<file path="src/hdl/swc_pkg.sv">
// Shared types and constants for the staircase ways counter.
// No dependencies.
package swc_pkg;

    localparam int STEP_W = 6;
    localparam int WAYS_W = 32;

    typedef struct packed {
        logic [STEP_W-1:0] stairs;
        logic [STEP_W-1:0] max_step;
    } swc_in_t;

    typedef struct packed {
        logic [WAYS_W-1:0] ways;
        logic              overflow;
    } swc_out_t;

endpackage

</file>
<file path="src/hdl/swc_table_ram.sv">
// Ways table storage: one write port, one read port, registered read data.
// No dependencies.
module swc_table_ram #(
    parameter int DEPTH = 64,
    parameter int WIDTH = 32,
    parameter int AW    = 6
) (
    input  logic             aclk,
    input  logic             wr_en,
    input  logic [AW-1:0]    wr_addr,
    input  logic [WIDTH-1:0] wr_data,
    input  logic [AW-1:0]    rd_addr,
    output logic [WIDTH-1:0] rd_data
);

    logic [WIDTH-1:0] mem_reg [DEPTH];
    logic [WIDTH-1:0] rd_data_reg;

    always_ff @(posedge aclk) begin
        if (wr_en) begin
            mem_reg[wr_addr] <= wr_data;
        end
        rd_data_reg <= mem_reg[rd_addr];
    end

    assign rd_data = rd_data_reg;

endmodule

</file>
<file path="src/hdl/staircase_ways_counter_unit.sv">
// Staircase ways counter: top level with window-sum sequencer; uses swc_pkg, swc_table_ram.
// Each query walks table entries 0..n (n = clamped stairs); a new input beat is
// taken only once the result is registered. One table entry per cycle, set by the
// single table read port feeding the window sum; the last entry waits while the output is full.
// Reset: synchronous active-low aresetn clears control and the output valid;
// the table needs no clearing since every query rewrites entries 0..n.
module staircase_ways_counter_unit #(
    parameter int MAX_STAIRS  = 63,
    parameter int COUNT_WIDTH = 32
) (
    input  logic             aclk,
    input  logic             aresetn,
    input  logic             s_valid,
    output logic             s_ready,
    input  swc_pkg::swc_in_t s_data,
    output logic             m_valid,
    input  logic             m_ready,
    output swc_pkg::swc_out_t m_data
);
    import swc_pkg::*;

    localparam int DEPTH = MAX_STAIRS + 1;
    localparam int IDX_W = (DEPTH > 2) ? $clog2(DEPTH) : 1;
    localparam int CMP_W = ((IDX_W > STEP_W) ? IDX_W : STEP_W) + 1;
    localparam int WIN_W = COUNT_WIDTH + STEP_W;

    localparam logic [1:0] ST_IDLE = 2'd0;
    localparam logic [1:0] ST_RUN  = 2'd1;

    logic [1:0]             state_reg, state_next;
    logic [IDX_W-1:0]       n_reg, n_next;
    logic [IDX_W-1:0]       m_reg, m_next;
    logic [STEP_W-1:0]      k_reg, k_next;
    logic [WIN_W-1:0]       win_reg, win_next;
    logic [COUNT_WIDTH-1:0] prev_reg, prev_next;
    logic                   sat_reg, sat_next;
    logic                   m_valid_reg, m_valid_next;
    swc_out_t               out_reg, out_next;

    logic [CMP_W-1:0]       stairs_ext, m_ext, k_ext, rd_pos;
    logic [COUNT_WIDTH-1:0] cur, drop, add, rd_data;
    logic                   win_over, drop_en, rd_ok, last, out_free, step;
    logic [IDX_W-1:0]       rd_addr;

    assign stairs_ext = CMP_W'(s_data.stairs);
    assign m_ext      = CMP_W'(m_reg);
    assign k_ext      = CMP_W'(k_reg);
    assign win_over   = (win_reg[WIN_W-1:COUNT_WIDTH] != '0);
    assign cur        = (m_reg == '0) ? COUNT_WIDTH'(1) :
                        (win_over ? {COUNT_WIDTH{1'b1}} : win_reg[COUNT_WIDTH-1:0]);
    assign drop_en    = (k_reg != '0) && (m_ext >= k_ext);
    assign drop       = !drop_en ? '0 : ((k_reg == STEP_W'(1)) ? prev_reg : rd_data);
    assign add        = (k_reg != '0) ? cur : '0;
    assign rd_pos     = m_ext + CMP_W'(1) - k_ext;
    assign rd_ok      = (k_reg != '0) && (m_ext + CMP_W'(1) >= k_ext);
    assign rd_addr    = rd_ok ? rd_pos[IDX_W-1:0] : '0;
    assign last       = (m_reg == n_reg);
    assign out_free   = !m_valid_reg || m_ready;
    assign step       = (state_reg == ST_RUN) && (!last || out_free);

    swc_table_ram #(
        .DEPTH (DEPTH),
        .WIDTH (COUNT_WIDTH),
        .AW    (IDX_W)
    ) u_table (
        .aclk    (aclk),
        .wr_en   (step),
        .wr_addr (m_reg),
        .wr_data (cur),
        .rd_addr (rd_addr),
        .rd_data (rd_data)
    );

    always_comb begin
        state_next   = state_reg;
        n_next       = n_reg;
        m_next       = m_reg;
        k_next       = k_reg;
        win_next     = win_reg;
        prev_next    = prev_reg;
        sat_next     = sat_reg;
        m_valid_next = m_valid_reg;
        out_next     = out_reg;
        if (m_valid_reg && m_ready) begin
            m_valid_next = 1'b0;
        end
        case (state_reg)
            ST_IDLE: begin
                if (s_valid) begin
                    n_next     = (stairs_ext > CMP_W'(MAX_STAIRS)) ?
                                 IDX_W'(MAX_STAIRS) : IDX_W'(s_data.stairs);
                    k_next     = s_data.max_step;
                    m_next     = '0;
                    win_next   = '0;
                    sat_next   = 1'b0;
                    state_next = ST_RUN;
                end
            end
            ST_RUN: begin
                if (step) begin
                    prev_next = cur;
                    win_next  = win_reg + WIN_W'(add) - WIN_W'(drop);
                    if (last) begin
                        m_valid_next     = 1'b1;
                        out_next.ways    = WAYS_W'(cur);
                        out_next.overflow = sat_reg || ((m_reg != '0) && win_over);
                        state_next       = ST_IDLE;
                    end else begin
                        sat_next = sat_reg || ((m_reg != '0) && win_over);
                        m_next   = m_reg + IDX_W'(1);
                    end
                end
            end
            default: begin
                state_next = ST_IDLE;
            end
        endcase
    end

    always_ff @(posedge aclk) begin
        if (!aresetn) begin
            state_reg   <= ST_IDLE;
            m_valid_reg <= 1'b0;
            sat_reg     <= 1'b0;
        end else begin
            state_reg   <= state_next;
            m_valid_reg <= m_valid_next;
            sat_reg     <= sat_next;
        end
        n_reg    <= n_next;
        m_reg    <= m_next;
        k_reg    <= k_next;
        win_reg  <= win_next;
        prev_reg <= prev_next;
        out_reg  <= out_next;
    end

    assign s_ready = (state_reg == ST_IDLE);
    assign m_valid = m_valid_reg;
    assign m_data  = out_reg;

endmodule

</file>
<file path="config.mk">
export PLATFORM = sky130hd
export DESIGN_NAME = staircase_ways_counter_unit
export DESIGN_NICKNAME = d
export VERILOG_FILES = /design/src/hdl/swc_pkg.sv /design/src/hdl/swc_table_ram.sv /design/src/hdl/staircase_ways_counter_unit.sv
export SDC_FILE = /design/constraint.sdc
export NUM_CORES = 2
export LEC_CHECK = 0
export ABC_AREA = 1
export BUFFER_PORTS_ARGS = -buffer_cell sky130_fd_sc_hd__buf_2
export CORE_MARGIN = 3
export CORE_UTILIZATION = 35
export CTS_CLUSTER_SIZE = 10
export DETAILED_ROUTE_END_ITERATION = 6
export GPL_TIMING_DRIVEN = 0
export PLACE_DENSITY_LB_ADDON = 0.25
export SETUP_SLACK_MARGIN = 0.15
export SYNTH_ARGS = -nofsm -noshare
export SYNTH_HDL_FRONTEND = slang
export SYNTH_HIERARCHICAL = 1
export SYNTH_SLANG_ARGS = --single-unit
</file>
<file path="constraint.sdc">
create_clock -name aclk -period 9.6 [get_ports aclk]
set_input_delay 2.88 -clock aclk [delete_from_list [all_inputs] [get_ports aclk]]
set_output_delay 2.88 -clock aclk [all_outputs]
set_load 0.03 [all_outputs]
</file>
==> impl_results.md <==
* Outcome: finished with violations
* Failing checks: max-capacitance violations, max-slew violations
* Xor/xnor share of the synthesized area at 0.001141
* Top FF cell, synth: edfxtp_1
* Delay-heaviest family, CP: buffers and inverters
* CP Cell Sequence: ha_1, nand2_1, inv_1, nor2_1, ha_1, nand2_1, o21ai_0, nand2_1, nand2_1, a21oi_1, nor2_1, o21ai_2, nor2_1, buf_2, clkbuf_1, clkbuf_1, nand3_1, nand3_1, nand3_1, nand2_1, nand2_1, nand2_1
* Skew final at 0.05062 ns
* IO Pins at 51
* Int Power at between 15 and 20 mW
* Nature of the critical path startpoint: flip-flop
* Row count at 187
* Mapped Cells at 7972
* Commonest non-fill, non-tap cells in the layout: nand2_1, edfxtp_1, nand3_1
* Mux share of post-synthesis cell area at 0
* Placed cell count at 11680
* Critical path type: reg -> reg
* First-pass GRT wire length at just over 500 mm
* Max cap viols at 1
* Initial antenna violation count at 36
* Die area at 269300 um2
* Slowest stage cell, crit path: clkbuf_1
* Internal reg-to-reg setup slack at slightly above 3 ns
* Htree depth at 5
* Largest family of logic cells by synthesized area: simple AND/OR/NAND/NOR gates
* Die X at 518.9 um
* Total track usage at 0.2706
* Die Height at 518.9 um
* Post-synth EDFFs at ~2200
* DR pass1 iterations at 6
* FF-to-FF Start: m_reg[1]
* Slowest Stage Delay on Critical Path at 1.25 ns
* Worst-Skew Late Latency at 0.94 ns
* DRC violations left at 0
* DRT iter0 DRCs at ~11000
* GP Congestion at 1.038
* Setup tns final at 0 ns
* Compound-gate portion of the synthesized area at 0.009728
* Synthesis Warnings at 6
* Clk network pwr share at 0.306
* Avg Vias per Cell at 5.693
* Worst EP arrival at 7.41 ns
* Pin count of the biggest net entering global routing at 68
* Post-CTS sizing at 0
* Cells on worst reg2reg path at 22
* Worst Hold Depth at 2
* CP Buf/Inv Count at 4
* Nets at 8569
* Vias at 68580
* Worst hold start: sat_reg
* IO buf count at 44
* Post-Synth Simple-Gate Area at 0.2223
* Wire per inst at 31.15 um
* Reg power frac at 0.389
* Cts hold-fix bufs at 0
* Fin cells at between 10000 and 15000
* Placed cell areas at 100200 um2
* FFs w/ async S/R, synth at 0
* Share of layout cells above drive strength 1 at 0.1159
* Longest Clk Path Bufs at 4
* VDD IR-drop max at approximately 180 uV
* Synth Area in Adders at 0.01465
* Tcrit/Tclk final at 0.6843
* Fin worst setup slack at 3.031 ns
* Switching share of power at 0.3645
* Filler cells at between 20000 and 25000
* Pre-CTS setup slack at between 2 and 2.5 ns
* RSZ-0062 raised after global routing: no
* Total power draw at approximately 29 mW
* Comb pwr share at 0.305
* Final core utilization at 0.4129
* CTS tree: built
* R2R Path End: u_table/rd_data[16]
* Clk sinks at 2204
* Dpl hpwl at 265.0 mm
* Syn Area/Cell at 11.55 um2
* #FFs+latches synth at ~2200
* Worst EP required at 10.44 ns
* Crit end category: flip-flop
* Hold Slack at 0.4609 ns
* Max_slew headroom at -0.09143
* Core Footprint at 260600 um2
* Fmax at 0.1522 GHz
* Slew Viols, Final at 11
* Crit-path max FO at 10
* Post-CTS setup buffers at 0
* Most common cell after layout, fill and taps aside: nand2_1
* Post-synthesis cell area at 92090 um2
* P_sw at between 10 and 15 mW
* Initial Utilization at 0.3533
* Max reg flops at 2048
* Remaining antenna violation count at 0
* Setup violators final at 0
* Min-Delay Path Class: reg -> reg
* Most common cell on crit path: nand2_1
* Final hold vios at 0
* Synth cell types at 43
* Leak Pwr at 38.85 nW
* Syn nets at 8076
* Sequential area share after synthesis at 0.7149
* Area growth from synthesis to layout at 16.86%
* Post-Route WL at 375.2 mm
* Root buf cell: clkbuf_16
* PD cells at 274.0 nW/um2
* Post-Layout Inst Area at ~110000 um2
* Vias in the first global route at 62550
* Reg clk slew, reported paths at around 0.06 ns
* WHS Endpoint: sat_reg
* Gr ovfl total at 0
* Final period demand of the worst path at around 6.6 ns
* Worst slew pin tran at approximately 1.6 ns
* CTS Buf Count at roughly 280
[per-layer routing]
metal | vias up | GRT usage | share of wire
met4 | 18 | 0.1373 | 0.059
met3 | 820 | 0.07067 | 0.12
met2 | 4540 | 0.4060 | 0.44
li1 | 28830 | - | -
met5 | - | 0.004090 | 0.00084
met1 | 34370 | 0.3617 | 0.38
[power by group through the flow]
stage               clock [mW]  combinational (mW)  sequential (mW)
finish                    9.01                8.99             11.5
global route              9.50                9.50             11.5
CTS                       9.10                8.73             11.5
detailed placement           0                8.71             11.7
global placement             0                8.41             11.8
floorplan                    0                4.69             11.7
[worst max path at each step]
stage,to,from,cells past startpoint
finish,u_table/rd_data[16],m_reg[1],22
global route,u_table/rd_data[8],m_reg[1],23
CTS,u_table/rd_data[16],m_reg[1],22
detailed placement,u_table/mem_reg[26][14],m_ready,9
global placement,u_table/mem_reg[48][24],m_ready,8
floorplan,u_table/mem_reg[48][0],m_ready,7
[cells by family (layout without fill, tap and decap cells)]
kind of cell,after synthesis,after routing
adder cells (fa/ha/maj),88,88
AND/OR/NAND/NOR,4738,4738
other,0,22
AO/OA/AOI/OAI,171,171
buffers and inverters,759,1314
XOR/XNOR,12,12
flip-flops,2204,2204
[Yosys cell counts, types with 7 or more instances]
library cell	number	area, um2
o21ai_0	60	300.3
xor2_1	7	61.31
ha_1	55	688.2
nand2_1	2544	9549
buf_1	41	153.9
nor3_1	8	40.04
nor2_1	160	600.6
buf_4	47	352.8
dfxtp_1	35	700.7
buf_2	287	1436
nor4_1	9	56.30
clkbuf_1	97	364.1
inv_1	275	1032
nand3_1	1940	9709
a21oi_1	97	485.5
fa_1	33	660.6
nand2_2	12	75.07
nand2b_1	32	200.2
nor2_2	9	56.30
edfxtp_1	2169	65130
nand4_1	11	68.82
[final cells by class]
| class | count | area (um2) | share of cell area |
|---|---|---|---|
| multi-input combinational | 5009 | 23310 | 0.2166 |
| sequential | 2204 | 65830 | 0.6117 |
| tap | 3496 | 4374 | 0.04065 |
| antenna | 22 | 55.05 | 0.0005116 |
| clock buffer | 324 | 7267 | 0.06753 |
| inverter | 281 | 1135 | 0.01055 |
| timing repair buffer | 216 | 3166 | 0.02941 |
| clock inverter | 15 | 100.1 | 0.0009301 |
| buffer | 478 | 2379 | 0.02210 |
[worst reg2reg max path, stage by stage (launching register included)]
cell,delay [ns]
edfxtp_1,0.58
ha_1,0.25
nand2_1,0.06
inv_1,0.13
nor2_1,0.07
ha_1,0.34
nand2_1,0.06
o21ai_0,0.27
nand2_1,0.10
nand2_1,0.08
a21oi_1,0.09
nor2_1,0.13
o21ai_2,0.11
nor2_1,0.12
buf_2,0.38
clkbuf_1,0.95
clkbuf_1,1.28
nand3_1,0.21
nand3_1,0.27
nand3_1,0.36
nand2_1,0.44
nand2_1,0.13
nand2_1,0.10
Power figures use the tool's default switching activity.
